$ cat config.mk
export PLATFORM = sky130hd
export DESIGN_NAME = latency_batch_statistics
export DESIGN_NICKNAME = d
export VERILOG_FILES = /design/src/design/lbs_pkg.sv /design/src/design/lbs_ctrl.sv /design/src/design/lbs_dp.sv /design/src/design/latency_batch_statistics.sv
export SDC_FILE = /design/constraint.sdc
export NUM_CORES = 1
export LEC_CHECK = 0
export BUFFER_PORTS_ARGS = -buffer_cell sky130_fd_sc_hd__buf_2
export CORE_ASPECT_RATIO = 0.5
export CORE_UTILIZATION = 45
export CTS_CLUSTER_SIZE = 20
export DETAILED_ROUTE_END_ITERATION = 12
export PLACE_DENSITY_LB_ADDON = 0.05
export RECOVER_POWER = 100
export SYNTH_ARGS = -nofsm -noshare
export SYNTH_HDL_FRONTEND = slang
export SYNTH_HIERARCHICAL = 1
export SYNTH_SLANG_ARGS = --single-unit
$ cat constraint.sdc
create_clock -name clk -period 31.7 [get_ports clk]
set_clock_uncertainty 0.05 [all_clocks]
set_input_delay 6.34 -clock clk [delete_from_list [all_inputs] [get_ports clk]]
set_output_delay 6.34 -clock clk [all_outputs]
set_load 0.01 [all_outputs]
$ cat src/design/lbs_pkg.sv
// Shared types, widths and constants for the latency batch statistics block.
package lbs_pkg;

  localparam int DATA_W          = 32;
  localparam int CNT_W           = 16;
  localparam int SUM_W           = 48;
  localparam int EDGE_REGS       = 4;
  localparam int CFG_IDX_W       = 2;
  localparam int OUT_BINS        = 5;
  localparam int STEP_W          = $clog2(SUM_W);
  localparam int MAX_SAMPLES_DEF = 65535;
  localparam int NUM_BINS_DEF    = 5;

  localparam logic [DATA_W-1:0] EDGE_RESET [EDGE_REGS] = '{
    32'd100000, 32'd200000, 32'd300000, 32'd400000
  };

  typedef struct packed {
    logic [DATA_W-1:0] sample;
    logic              is_last;
  } in_t;

  typedef struct packed {
    logic [DATA_W-1:0] min_value;
    logic [DATA_W-1:0] max_value;
    logic [DATA_W-1:0] jitter;
    logic [DATA_W-1:0] mean;
    logic [CNT_W-1:0]  bin_zero;
    logic [CNT_W-1:0]  bin_one;
    logic [CNT_W-1:0]  bin_two;
    logic [CNT_W-1:0]  bin_three;
    logic [CNT_W-1:0]  bin_four;
    logic [CNT_W-1:0]  sample_total;
    logic              overflow;
  } out_t;

  typedef enum logic [1:0] {
    S_ACCUM,
    S_DIVIDE,
    S_FINISH
  } state_t;

  typedef struct packed {
    logic accept;
    logic div_load;
    logic div_step;
    logic load_out;
  } cmd_t;

  typedef struct packed {
    logic out_free;
  } status_t;

endpackage

$ cat src/design/lbs_ctrl.sv
// Controller state machine: accumulation, mean division and result hand-over.
module lbs_ctrl (
  input  logic            clk,
  input  logic            rst,
  input  logic            in_valid,
  input  logic            is_last,
  output logic            in_stall,
  input  lbs_pkg::status_t status,
  output lbs_pkg::cmd_t    cmd
);

  lbs_pkg::state_t state, state_next;
  logic [lbs_pkg::STEP_W-1:0] step, step_next;

  always_ff @(posedge clk) begin
    if (rst) begin
      state <= lbs_pkg::S_ACCUM;
      step  <= '0;
    end else begin
      state <= state_next;
      step  <= step_next;
    end
  end

  always_comb begin
    state_next   = state;
    step_next    = step;
    cmd          = '0;
    in_stall     = 1'b1;
    case (state)
      lbs_pkg::S_ACCUM: begin
        in_stall   = 1'b0;
        cmd.accept = in_valid;
        if (in_valid && is_last) begin
          cmd.div_load = 1'b1;
          step_next    = '0;
          state_next   = lbs_pkg::S_DIVIDE;
        end
      end
      lbs_pkg::S_DIVIDE: begin
        cmd.div_step = 1'b1;
        step_next    = step + 1'b1;
        if (step == lbs_pkg::STEP_W'(lbs_pkg::SUM_W - 1)) begin
          state_next = lbs_pkg::S_FINISH;
        end
      end
      lbs_pkg::S_FINISH: begin
        if (status.out_free) begin
          cmd.load_out = 1'b1;
          state_next   = lbs_pkg::S_ACCUM;
        end
      end
      default: begin
        state_next = lbs_pkg::S_ACCUM;
      end
    endcase
  end

endmodule

$ cat src/design/lbs_dp.sv
// Datapath: edge registers, running statistics, bin counters, divider and result register.
module lbs_dp #(
  parameter int MAX_SAMPLES = lbs_pkg::MAX_SAMPLES_DEF,
  parameter int NUM_BINS    = lbs_pkg::NUM_BINS_DEF
) (
  input  logic                          clk,
  input  logic                          rst,
  input  lbs_pkg::in_t                  in_data,
  input  logic                          cfg_we,
  input  logic [lbs_pkg::CFG_IDX_W-1:0] cfg_index,
  input  logic [lbs_pkg::DATA_W-1:0]    cfg_data,
  input  lbs_pkg::cmd_t                 cmd,
  output lbs_pkg::status_t              status,
  output logic                          out_valid,
  input  logic                          out_stall,
  output lbs_pkg::out_t                 out_data
);

  localparam int DW = lbs_pkg::DATA_W;
  localparam int CW = lbs_pkg::CNT_W;
  localparam int SW = lbs_pkg::SUM_W;

  logic [DW-1:0] edge_reg [lbs_pkg::EDGE_REGS];
  logic [DW-1:0] min_seen, max_seen;
  logic [SW-1:0] running_sum, sum_next;
  logic [CW-1:0] sample_counter;
  logic          overflow_flag;
  logic [CW-1:0] bin_cnt [NUM_BINS];
  logic [CW-1:0] bin_out [lbs_pkg::OUT_BINS];
  logic [DW-1:0] s;
  logic          full, update;
  logic [SW-1:0] quot;
  logic [CW:0]   rem, rem_shift;
  logic          ge;

  assign s        = in_data.sample;
  assign full     = sample_counter >= CW'(MAX_SAMPLES);
  assign update   = cmd.accept && !full;
  assign sum_next = full ? running_sum : running_sum + SW'(s);

  always_ff @(posedge clk) begin
    if (rst) begin
      for (int i = 0; i < lbs_pkg::EDGE_REGS; i++) begin
        edge_reg[i] <= lbs_pkg::EDGE_RESET[i];
      end
    end else if (cfg_we) begin
      edge_reg[cfg_index] <= cfg_data;
    end
  end

  always_ff @(posedge clk) begin
    if (rst || cmd.load_out) begin
      min_seen       <= '1;
      max_seen       <= '0;
      running_sum    <= '0;
      sample_counter <= '0;
      overflow_flag  <= 1'b0;
    end else if (cmd.accept) begin
      if (full) begin
        overflow_flag <= 1'b1;
      end else begin
        if (s < min_seen) begin
          min_seen <= s;
        end
        if (s > max_seen) begin
          max_seen <= s;
        end
        running_sum    <= sum_next;
        sample_counter <= sample_counter + 1'b1;
      end
    end
  end

  for (genvar g = 0; g < NUM_BINS; g++) begin : g_bin
    logic [DW-1:0] lo, hi;
    logic          hit;
    if (g == 0) begin : g_lo_zero
      assign lo = '0;
    end else if (g - 1 < lbs_pkg::EDGE_REGS) begin : g_lo_edge
      assign lo = edge_reg[g-1];
    end else begin : g_lo_top
      assign lo = '1;
    end
    if (g == NUM_BINS - 1 || g >= lbs_pkg::EDGE_REGS) begin : g_hi_top
      assign hi = '1;
    end else begin : g_hi_edge
      assign hi = edge_reg[g];
    end
    assign hit = (s >= lo) && (s <= hi);
    always_ff @(posedge clk) begin
      if (rst || cmd.load_out) begin
        bin_cnt[g] <= '0;
      end else if (update && hit && bin_cnt[g] != '1) begin
        bin_cnt[g] <= bin_cnt[g] + 1'b1;
      end
    end
  end

  for (genvar k = 0; k < lbs_pkg::OUT_BINS; k++) begin : g_out_bin
    if (k < NUM_BINS) begin : g_used
      assign bin_out[k] = bin_cnt[k];
    end else begin : g_unused
      assign bin_out[k] = '0;
    end
  end

  // Restoring division of the sum by the count, one quotient bit per cycle.
  assign rem_shift = {rem[CW-1:0], quot[SW-1]};
  assign ge        = rem_shift >= {1'b0, sample_counter};

  always_ff @(posedge clk) begin
    if (cmd.div_load) begin
      quot <= sum_next;
      rem  <= '0;
    end else if (cmd.div_step) begin
      quot <= {quot[SW-2:0], ge};
      rem  <= ge ? rem_shift - {1'b0, sample_counter} : rem_shift;
    end
  end

  assign status.out_free = !out_valid || !out_stall;

  always_ff @(posedge clk) begin
    if (rst) begin
      out_valid <= 1'b0;
    end else if (cmd.load_out) begin
      out_valid <= 1'b1;
    end else if (!out_stall) begin
      out_valid <= 1'b0;
    end
  end

  always_ff @(posedge clk) begin
    if (cmd.load_out) begin
      out_data.min_value    <= min_seen;
      out_data.max_value    <= max_seen;
      out_data.jitter       <= max_seen - min_seen;
      out_data.mean         <= (sample_counter == '0) ? '0 : quot[DW-1:0];
      out_data.bin_zero     <= bin_out[0];
      out_data.bin_one      <= bin_out[1];
      out_data.bin_two      <= bin_out[2];
      out_data.bin_three    <= bin_out[3];
      out_data.bin_four     <= bin_out[4];
      out_data.sample_total <= sample_counter;
      out_data.overflow     <= overflow_flag;
    end
  end

endmodule

$ cat src/design/latency_batch_statistics.sv
// Top level of the latency batch statistics block.
//
//   Channel  Handshake         Payload
//   in       in_valid/in_stall  in_data (sample, is_last)
//   out      out_valid/out_stall out_data (statistics of one batch)
//   cfg      cfg_we             cfg_index, cfg_data (bin edges)
//
// One sample is taken every cycle while a batch accumulates.
// After the last sample the input stalls through the bit-serial mean division
// and the load of the result, longer while an earlier result waits.
// A result waiting under out_stall does not block the next batch; only the
// next batch's end waits for the result register to drain.
// Reset clears the batch state and restores the edge registers.
module latency_batch_statistics #(
  parameter int MAX_SAMPLES = lbs_pkg::MAX_SAMPLES_DEF,
  parameter int NUM_BINS    = lbs_pkg::NUM_BINS_DEF
) (
  input  logic                          clk,
  input  logic                          rst,
  input  logic                          in_valid,
  output logic                          in_stall,
  input  lbs_pkg::in_t                  in_data,
  output logic                          out_valid,
  input  logic                          out_stall,
  output lbs_pkg::out_t                 out_data,
  input  logic                          cfg_we,
  input  logic [lbs_pkg::CFG_IDX_W-1:0] cfg_index,
  input  logic [lbs_pkg::DATA_W-1:0]    cfg_data
);

  lbs_pkg::cmd_t    cmd;
  lbs_pkg::status_t status;

  lbs_ctrl u_ctrl (
    .clk      (clk),
    .rst      (rst),
    .in_valid (in_valid),
    .is_last  (in_data.is_last),
    .in_stall (in_stall),
    .status   (status),
    .cmd      (cmd)
  );

  lbs_dp #(
    .MAX_SAMPLES (MAX_SAMPLES),
    .NUM_BINS    (NUM_BINS)
  ) u_dp (
    .clk       (clk),
    .rst       (rst),
    .in_data   (in_data),
    .cfg_we    (cfg_we),
    .cfg_index (cfg_index),
    .cfg_data  (cfg_data),
    .cmd       (cmd),
    .status    (status),
    .out_valid (out_valid),
    .out_stall (out_stall),
    .out_data  (out_data)
  );

endmodule

* After elaboration in Yosys (flattened, before gate mapping) *
Memories as Yosys holds them, arrays and structs flattened.
Index checks and enable logic that the tools add are counted.
W data, S select, Z words.

storage, ports and cells
  register bits after elaboration = 427
  bits in writable memories = 208
  input bits = 72
  memories = 2

memories
  name           words  bits a word  read ports  clocked after Yosys merged registers in  wr ports  RTL line      source
  u_dp.edge_reg  4      32           4           0                                        4         lbs_dp.sv:23  logic [DW-1:0] edge_reg [lbs_pkg::EDGE_REGS];
  u_dp.bin_cnt   5      16           5           0                                        5         lbs_dp.sv:28  logic [CW-1:0] bin_cnt [NUM_BINS];

cells by class
  $add $sub $neg = 10
  order comparisons = 14
  eq/ne operators = 12
  mux-type cells = 48
  bitwise gates (word level) = 6
  reduce and logical (&&, ||, !) cells = 33

operator list
  cell                     number
  $mux W48                 3
  $ge A32 B32 Y1           4
  $le A32 B32 Y1           4
  $add A16 B1 Y16 const B  6
  $mux W16                 6
  $ne A16 B16 Y1 const B   5
  $add A48 B32 Y48         1
  $ge A32 B1 Y1 const B    1
  $gt A32 B32 Y1           1
  $le A32 B32 Y1 const B   1
  $lt A32 B32 Y1           1
  $mux W32                 1
  $reduce_or A32 Y1        1
  $sub A32 B32 Y32         1
  $mux W1                  30
  $ge A17 B16 Y1           1
  $logic_and A1 B1 Y1      17
  $ge A16 B16 Y1 const B   1
  $logic_not A16 Y1        1
  $sub A16 B16 Y16         1
  $pmux W6 S2              1
  $mux W2                  5
  $reduce_and A3 Y1        3
  $add A6 B1 Y6 const B    1
  other kinds (14)         26

* Depth between registers and ports, before layout *
Gate-level depths: netlist (run 1).

  word-level depth = 10
  gate-level depth with buffers = 15
  gate-level depth less buffers = 13

* Hierarchy *
Netlist (run 1), hierarchy kept.

modules (own cells, without submodules)
  module    instances  cells each  area each (um2)
  lbs_dp    1          3015        32512.4
  lbs_ctrl  1          51          416.6

* Least setup slack after synthesis (run 1) *
OpenSTA, ideal clock, no wires.

  path type = in2reg
  from = in out_stall
  to = mem u_dp/bin_cnt[1][0] in the netlist's numbering (enable)
  setup time = 0.372 ns
  arrival = 17.879 ns
  required time = 31.278 ns
  path slack = 13.400 ns
  cell stages on the path = 7
  cell sequence = nand2_1 > nand2_1 > nor2_1 > nor2_1 > clkbuf_1 > clkbuf_1 > nand2_1

RTL lines
  element          RTL line                        source
  start, declared  latency_batch_statistics.sv:24  input logic out_stall,
  end, declared    lbs_dp.sv:28

==> qor.txt, run 1 <==
Area leader, netlist - edfxtp_1
Library cells used by synthesis - 76
Final min period - 16.25 ns
Syn Area/Cell - 10.74 sq um
CP Capture Type - register
Failing checks - capacitance limit, slew limit
Reg2reg start - u_dp/out_valid
Worst vdd ir - 0.00005109 V
Timing-limited maximum frequency - 0.06155 GHz
CTS resizes - 0
Die area - 74330 sq um
Htree depth - 2
Syn Nets - 3419
Initial antenna violation count - 9
Mapped cell area - 32930 sq um
Critical path startpoint - out_stall
Port Buffers - 298
Die Height - 193.3 um
Multi-input logic area - 14060 sq um
Clock tree buffer depth - 3
Pwr dens - 56.59 nW/um^2
Flops & latches, synth - 635
Nets - 3701
GPL Wtd Cong - 0.8837
Top cells by count, synth - 481 x edfxtp_1, 278 x ha_1, 274 x nor2_1
Hold Buf Count CTS - 0
Worst hold path type - register to register
Crit start category - input port
First-pass GRT wire length - 129.4 mm
Starting DRC count in detailed routing - 1655
FF/Latch Area - 17530 sq um
Hold wc startpoint - u_dp/min_seen[9]
Synth Flop Type - edfxtp_1
Area grow syn2layout - 12.28%
Relative slew slack - -346.1%
Antenna diodes - 0
Final hold violations - 0
Final setup viols - 0
Post-DRT Antenna Nets - 0
Non-filler instance count after layout - 4357
Synth area leaders - edfxtp_1 44%, ha_1 11%, dfxtp_1 9.4%, nor2_1 3.1%, nand2_1 2.9%
Root Buffer - clkbuf_16
Filler Cell Count - 6601
Fraction of post-synthesis cell area in the top cell type by area - 43.86%
Total gr overflow - 0
Status - complete, but fails checks
Max reg flops - 225
Post-DP HPWL - 61.03 mm
Placed insts - 4245
DRT Pass-1 Iters - 5
Max Cap Viol - 18
Vias - 23517
Ports - 299
Initial Util - 45.95%
Post-Syn Instances - 3066
Layout cell share with drive strength beyond 1 - 5.678%
Via density - 5.398
Ys async rst share - 0%
Worst EP arrival - 16.26 ns
Largest net degree at the start of global routing - 128
Setup Buffers After CTS - 0
Drt drc - 0
DR WL/cell - 19.50 um
Worst-Margin Slew - 6.691 ns
Unrepaired setup endpoints after global routing - false
Layout Utilization - 51.60%
YS warnings - 6
Vias in the first global route - 22148
Total wire length - 84.97 mm
Clock-pin slew on the worst setup and hold paths - 0.06 ns
Die X - 384.6 um
Final setup TNS - 0 ns
CTS Sinks - 635
Crit path required time - 31.72 ns
EDFF count, synth - 481
CP max FO - 127
Row cnt - 69
Number of buffers created by CTS - 59
Critical path type - input port to register
Top-count cell post-synth - edfxtp_1
Slew Limit Fails - 873
Clock latency at the later pin of the worst-skew pair - 0.66 ns
Tcrit/Tclk final - 51.25%
GR Util All Layers - 22.46%
Leak - 14.73 nW
Core area - 71660 sq um
Post-synthesis sequential area ratio - 53.23%
CTS tree - built
==> placed cells by master, fill, tap and decap left out, types with 6 or more instances in the layout <==
| master | netlist | layout |
|---|---|---|
| edfxtp_1 | 481 | 481 |
| ha_1 | 278 | 278 |
| nor2_1 | 274 | 274 |
| clkbuf_1 | 78 | 259 |
| nand2_1 | 252 | 251 |
| inv_1 | 243 | 243 |
| a21oi_1 | 182 | 183 |
| dfxtp_1 | 154 | 154 |
| nand3_1 | 110 | 110 |
| a21o_1 | 102 | 102 |
| xor2_1 | 81 | 81 |
| o21ai_0 | 77 | 78 |
| xnor2_1 | 76 | 76 |
| and2_1 | 137 | 75 |
| buf_2 | 7 | 68 |
| and2_0 | 0 | 62 |
| clkbuf_16 | 0 | 60 |
| nand4_1 | 60 | 60 |
| o31ai_1 | 48 | 52 |
| nand2b_1 | 45 | 45 |
| a31oi_1 | 40 | 41 |
| o211ai_1 | 38 | 38 |
| nor3_1 | 36 | 34 |
| a211oi_1 | 29 | 29 |
| and3_1 | 25 | 25 |
| o21a_1 | 23 | 23 |
| nor2b_1 | 23 | 22 |
| or3_1 | 17 | 17 |
| or4_1 | 16 | 16 |
| and4_1 | 13 | 13 |
| mux2i_1 | 11 | 11 |
| clkinv_2 | 0 | 10 |
| o21bai_1 | 9 | 9 |
| buf_4 | 3 | 8 |
| clkbuf_8 | 0 | 7 |
| o31a_1 | 7 | 7 |
| or2_2 | 11 | 6 |
==> cell type report <==
type / count / area share, %
Clock buffer: 84 / 4.494
Clock inverter: 28 / 0.7919
Inverter: 245 / 2.491
Multi-Input combinational cell: 2089 / 38.04
Sequential cell: 635 / 47.40
Tap cell: 958 / 3.242
Timing Repair Buffer: 318 / 3.540
==> critical path: stages <==
cell      delay, ns
buf_2          0.10
nand2_1        0.08
nand2_1        0.06
nor2_1         1.55
clkbuf_1       2.97
clkbuf_1       4.84
==> logic make-up (layout without fill, tap and decap cells) <==
kind of cell             count (synthesis)  after routing  share of synthesized area (%)
AO/OA/AOI/OAI                          597            597                          11.90
XOR/XNOR                               157            157                          4.176
buffers and inverters                  342            675                          4.005
AND/OR/NAND/NOR                       1040           1040                          15.51
flip-flops                             635            635                          53.23
adder cells (fa/ha/maj)                281            281                          10.75
multiplexers                            14             14                         0.4370
==> per-layer routing <==
| metal | GRT usage, % | wire length [um] | part of all wire (%) |
|---|---|---|---|
| met3 | 5.093 | 5026 | 5.9 |
| met5 | 0 | 39 | 0.046 |
| met2 | 34.60 | 38140 | 45 |
| met4 | 5.247 | 1705 | 2.0 |
| met1 | 32.07 | 40060 | 47 |
==> worst paths after layout <==
path | end | slack [ns] | cells past startpoint
setup / recovery | u_dp/out_data[162] | 15.45 | 6
hold / removal | u_dp/out_data[202] | 0.38 | 0
setup reg to reg | u_dp/out_data[161] | 20.93 | 5
hold reg to reg | u_dp/out_data[202] | 0.38 | 0
==> stage by stage <==
| stage | cell area (sq um) | power [mW] | hold WS, ns | setup slack (ns) |
|---|---|---|---|---|
| after global placement | 35450 | 1.373 | 0.3632 | 21.50 |
| after global routing | 36970 | 2.198 | 0.3964 | 14.14 |
| after detailed placement | 35450 | 1.379 | 0.3633 | 21.45 |
| after floorplan | 32930 | 1.271 | 0.3582 | 13.40 |
| after CTS | 37400 | 2.115 | 0.3841 | 22.12 |
| final | 36970 | 2.092 | 0.3805 | 15.45 |
==> report_power, final <==
group | internal [mW] | total, mW | switching (mW)
Combinational | 0.145 | 0.371 | 0.226
Sequential | 0.954 | 0.991 | 0.0375
Clock | 0.401 | 0.730 | 0.329
Total | 1.50 | 2.09 | 0.593
(Power assumes the default switching activity.)
==> run 2: changes to the inputs <==
ABC_AREA = 1   (was unset)
clock period = 17 ns   (was 31.7 ns; I/O delays follow)
==> qor.txt, run 2 <==
Critical path type - input port to register
Tcrit/Tclk final - 62.99%
Port Buffers - 298 (unchanged)
Hold WS - 0.3925 ns (+0.01193 ns)
Clock latency at the later pin of the worst-skew pair - 0.66 ns (about the same)
Syn Area/Cell - 8.685 sq um (-19%)
Row cnt - 72 (+4.3%)
NetSw - 1.535 mW (+160%)
Gate power share - 25.8% (+8.1 points)
Multi-input logic area - 14940 sq um (+6.2%)
Starting DRC count in detailed routing - 1923 (+16%)
Post-DRT Antenna Nets - 0 (unchanged)
Switching part of the total power - 33.64% (+5.3 points)
First-pass GRT wire length - 154.5 mm (+19%)
Worst hold stages - 0 (unchanged)
Number of buffers created by CTS - 60 (+1.7%)
GR Util All Layers - 25.30% (+2.8 points)
Synth area leaders - edfxtp_1 41%, ha_1 9.9%, nand2_1 9.7%, dfxtp_1 8.7%, inv_1 6.5%
Die area - 79660 sq um (+7.2%)
CP max FO - 54 (-57%)
Mapped cell area - 35310 sq um (+7.2%)
Crit start category - input port
Status - complete, but fails checks
Worst hold path type - register to register
Leak - 17.65 nW (+20%)
Ys async rst share - 0% (unchanged)
Crit path required time - 17.42 ns (-14.30 ns)
Vias in the first global route - 27116 (+22%)
Initial Util - 45.58% (-0.38 points)
Worst vdd ir - 0.0001183 V (+130%)
Total wire length - 101.8 mm (+20%)
Hold Buf Count CTS - 0 (unchanged)
Commonest non-fill, non-tap cell in the layout - nand2_1
Layout cell share with drive strength beyond 1 - 4.992% (-0.69 points)
Htree depth - 2 (unchanged)
Cells on worst reg2reg path - 9 (+4)
Die X - 398.2 um (+3.5%)
Max Cap Viol - 15 (-3)
Largest net degree at the start of global routing - 72 (-44%)
DR WL/cell - 18.69 um (-4.2%)
CP Capture Type - register
Initial antenna violation count - 5 (-4)
Root Buffer - clkbuf_16
Fraction of post-synthesis cell area in the top cell type by area - 40.90% (-3.0 points)
Die Height - 200.1 um (+3.5%)
Vias - 28146 (+20%)
Final hold violations - 0 (unchanged)
CTS tree - built
CTS resizes - 0 (unchanged)
Synth Flop Type - edfxtp_1
Filler Cell Count - 7555 (+14%)
Syn Nets - 4419 (+29%)
GPL Wtd Cong - 0.9163 (+3.7%)
Final min period - 10.71 ns
Relative slew slack - -132.4% (+210 points)
Non-filler instance count after layout - 5446 (+25%)
Clock tree buffer depth - 3 (unchanged)
Failing checks - capacitance limit, slew limit
YS warnings - 6 (unchanged)
Final setup viols - 0 (unchanged)
Clock share of power - 30.8% (-4.1 points)
Ports - 299 (unchanged)
Total gr overflow - 0 (unchanged)
EDFF count, synth - 481 (unchanged)
Clock-pin slew on the worst setup and hold paths - 0.07 ns (about the same)
Via density - 5.168 (-4.2%)
Post-DP HPWL - 75.40 mm (+24%)
Most frequent cells in the layout - 915 x nand2_1, 612 x inv_1, 485 x nor2_1, 481 x edfxtp_1, 283 x a21oi_1
Top-count cell post-synth - nand2_1
Setup Buffers After CTS - 0 (unchanged)
Int Pwr - 3.029 mW (+100%)
Worst EP arrival - 11.13 ns (-5.13 ns)
Slew Limit Fails - 601 (-31%)
Max reg flops - 225 (unchanged)
Timing-limited maximum frequency - 0.09338 GHz
Post-Syn Instances - 4066 (+33%)
Post-synthesis sequential area ratio - 49.64% (-3.6 points)
Pwr dens - 115.7 nW/um^2 (+100%)
Top cells by count, synth - 915 x nand2_1, 610 x inv_1, 482 x nor2_1
FF/Latch Area - 17530 sq um (unchanged)
Area leader, netlist - edfxtp_1
Flop pwr share - 43.4% (-4.0 points)
Library cells used by synthesis - 54 (-29%)
Worst-Margin Slew - 3.487 ns (-3.204 ns)
Final setup TNS - 0 ns (unchanged)
Drt drc - 0 (unchanged)
Core area - 77470 sq um (+8.1%)
Placed insts - 5330 (+26%)
DRT Pass-1 Iters - 6 (+1)
Flops & latches, synth - 635 (unchanged)
CTS Sinks - 635 (unchanged)
Nets - 4709 (+27%)
Area grow syn2layout - 11.74%
Unrepaired setup endpoints after global routing - false
## run 2: routing by layer
metal / vias to the layer above / GRT usage, % / share of wire [%]
met5: - / 0 / 0
met4: 0 / 8.514 / 3.1
met3: 166 / 3.433 / 4.9
met2: 634 / 42.25 / 47
met1: 13339 / 34.01 / 45
li1: 14007 / - / -
## run 2: final timing paths
| path | from | end | slack, ns |
|---|---|---|---|
| max reg2reg | u_dp/out_valid | u_dp/bin_cnt[3][15] | 8.80 |
| max | out_stall | u_dp/bin_cnt[3][15] | 6.29 |
| min | u_dp/overflow_flag | u_dp/out_data[0] | 0.39 |
| min reg2reg | u_dp/overflow_flag | u_dp/out_data[0] | 0.39 |
## run 2: final cells by class
type	count	area share [%]
clock inverters	34	0.8625
diodes	3	0.01903
clock buffers	79	4.252
well taps	1036	3.285
inverters	624	5.936
flip-flops and latches	635	44.42
multi-input cells	2714	37.86
repair buffers	321	3.368
## run 2: cells by family (layout without fill, tap and decap cells)
group           Yosys count  count (layout)  share of synthesized area (%)
compound gates          500             500                          7.732
xor+xnor                112             112                          2.778
fa+ha+maj               281             281                          10.02
buf+inv                 717            1058                          7.930
flops                   635             635                          49.64
other cells               0               3                              0
simple gates           1821            1821                          21.90
## run 2: worst max-delay path, stage by stage
cell,delay (ns)
buf_2,0.08
nand2_1,0.06
inv_1,0.11
nor3_4,0.04
clkbuf_1,1.15
nor2_1,1.75
clkbuf_1,1.79
clkbuf_1,1.39
nand4_1,0.92
nor2_1,0.32
## run 2: power groups by stage
stage	combinational, mW	sequential [mW]	clock (mW)
finish	1.18	1.98	1.41
global route	1.35	2.00	1.50
CTS	1.20	1.98	1.44
detailed placement	1.19	2.01	0
global placement	1.18	2.01	0
floorplan	0.838	2.00	0
## run 2: per-stage QoR
step                power (mW)  worst slack [ns]  utilization (%)  area (sq um)
global placement         3.183             10.19            48.87         37860
CTS                      4.615             10.88            51.47         39880
floorplan                2.836             2.643                -         35320
global route             4.846             5.638            50.93         39460
detailed placement       3.198             10.17            48.87         37860
finish                   4.565             6.291            50.93         39460
==> run 3: changes to the inputs <==
clock period = 9.5 ns   (was 17 ns; I/O delays follow)
==> qor.txt, run 3 (synthesis gave the netlist of run 2 again) <==
Crit path required time - 10.03 ns (-7.39 ns)
Relative slew slack - -107.7% (+25 points)
Hold Path End - u_dp/out_data[205]
Nets - 4712 (+0.064%)
First-pass GRT wire length - 152.1 mm (-1.6%)
Worst reg2reg path endpoint - u_dp/min_seen[10]
Vias in the first global route - 26613 (-1.9%)
Clock tree buffer depth - 3 (unchanged)
Worst vdd ir - 0.0002220 V (+88%)
Slowest stage delay, CP - 1.69 ns (-0.10 ns)
Worst-Margin Slew - 3.115 ns (-0.3718 ns)
DR WL/cell - 18.45 um (-1.3%)
Status - complete, but fails checks
Hold Buf Count CTS - 0 (unchanged)
Hold wc startpoint - u_dp/min_seen[12]
Worst EP arrival - 7.22 ns (-3.91 ns)
Die Height - 200.1 um (unchanged)
Failing checks - capacitance limit, slew limit
CTS Sinks - 635 (unchanged)
Setup Buffers After CTS - 0 (unchanged)
Timing-limited maximum frequency - 0.1494 GHz
Via density - 5.159 (-0.17%)
Pwr dens - 205.3 nW/um^2 (+77%)
Cell Chain, Critical Path - buf_2 -> inv_1 -> nor2_1 -> nand2_2 -> clkbuf_1 -> clkbuf_1 -> nor2_1 -> nand3_1 -> clkbuf_1 -> nand2_1 -> nand3_1
Row cnt - 72 (unchanged)
Area after DPL - 37890 sq um (about the same)
Cells on worst reg2reg path - 12 (+3)
Commonest non-fill, non-tap cell in the layout - nand2_1
Total gr overflow - 0 (unchanged)
Port Buffers - 298 (unchanged)
Worst hold stages - 0 (unchanged)
Core area - 77470 sq um (unchanged)
Root Buffer - clkbuf_16
Layout cell share with drive strength beyond 1 - 4.808% (-0.18 points)
Slew Limit Fails - 495 (-18%)
Final hold violations - 0 (unchanged)
Tcrit/Tclk final - 70.45%
Starting DRC count in detailed routing - 1742 (-9.4%)
Drt drc - 0 (unchanged)
Final worst setup slack - 2.807 ns (-3.484 ns)
Post-route cell area - 39400 sq um (-0.16%)
Post-DP HPWL - 74.79 mm (-0.81%)
Max reg flops - 225 (unchanged)
Ports - 299 (unchanged)
CTS tree - built
Largest net degree at the start of global routing - 73 (+1.4%)
Post-DRT Antenna Nets - 0 (unchanged)
Crit path top cell by count - clkbuf_1
CTS resizes - 0 (unchanged)
Area grow syn2layout - 11.57%
Critical path type - input port to register
GPL Wtd Cong - 0.9225 (+0.68%)
GR Util All Layers - 24.80% (-0.50 points)
Initial Util - 45.58% (unchanged)
Die X - 398.2 um (unchanged)
Initial antenna violation count - 7 (+2)
Max Cap Viol - 14 (-1)
Final min period - 6.693 ns
Total wire length - 100.6 mm (-1.2%)
Slowest-stage cell, CP - clkbuf_1
Htree depth - 2 (unchanged)
Clock latency at the later pin of the worst-skew pair - 0.66 ns (about the same)
Number of buffers created by CTS - 60 (unchanged)
Unrepaired setup endpoints after global routing - false
Die area - 79660 sq um (unchanged)
CP max FO - 47 (-13%)
Worst hold path type - register to register
Final setup viols - 0 (unchanged)
CP Capture Type - register
DRT Pass-1 Iters - 6 (unchanged)
R2R Setup Slk - 3.22 ns (-5.58 ns)
Crit start category - input port
Layout Utilization - 50.85% (-0.079 points)
Clock-pin slew on the worst setup and hold paths - 0.07 ns (about the same)
Vias - 28124 (-0.078%)
Non-filler instance count after layout - 5451 (+0.092%)
Leak - 17.61 nW (-0.25%)
Final setup TNS - 0 ns (unchanged)
Most frequent cells in the layout - 916 x nand2_1, 612 x inv_1, 486 x nor2_1, 481 x edfxtp_1, 283 x a21oi_1
Setup WS pre-CTS - 4.208 ns (-5.965 ns)
Placed insts - 5333 (+0.056%)
Reg2reg start - u_dp/sample_counter[0]
run 3: cell count changes in the layout (fill, tap and decap cells not counted), moves of 3 or more:
cell,previous run,this run
clkinv_2,18,10
clkinv_1,7,14
buf_4,10,13
clkbuf_16,64,61
clkinvlp_4,2,5
diode_2,3,6
run 3: worst max-delay path by stage:
stage,start,end,slack (ns),depth (start not counted)
after floorplan,out_stall,u_dp/bin_cnt[0][0],0.31,7
after detailed placement,rst,u_dp/edge_reg[0][0],4.21,9
after global routing,out_stall,u_dp/out_data[186],2.57,7
after global placement,in_valid,u_dp/bin_cnt[0][3],4.28,11
final,in_valid,u_dp/min_seen[10],2.81,11
after CTS,rst,u_dp/edge_reg[0][8],4.89,9
run 3: cell type report:
type                       instances  area (sq um)
fill                            7591         38080
inverter                         624          2342
clock inverter                    35         330.3
timing repair buffer             324          1353
clock buffer                      77          1617
multi-input combinational       2714         14920
sequential                       635         17530
tap                             1036          1296
antenna                            6         15.01
run 3: metal layers:
layer / wire length, um / part of all wire (%) / up-vias / track usage [%]
met1: 46040 / 46 / 13255 / 33.61
met4: 2843 / 2.8 / 0 / 7.748
met3: 5243 / 5.2 / 154 / 3.409
met2: 46450 / 46 / 705 / 41.33
li1: - / - / 14010 / -
met5: 0 / 0 / - / 0
run 3: worst max-delay path: cells and delay by family:
family / cells / cell delay, ns
buffers and inverters: 5 / 4.40
AND/OR/NAND/NOR: 6 / 0.86
run 3: power breakdown:
group	switching, mW	internal, mW
Combinational	1.41	0.688
Clock	1.11	1.34
Sequential	0.194	3.34
Total	2.71	5.37
run 3: per-stage QoR:
step / hold WS, ns / power, mW
4_1_cts: 0.3996 / 8.169
3_3_place_gp: 0.3869 / 5.685
3_5_place_dp: 0.3900 / 5.711
6_report: 0.4001 / 8.088
5_1_grt: 0.4191 / 8.561
2_1_floorplan: 0.3590 / 5.065
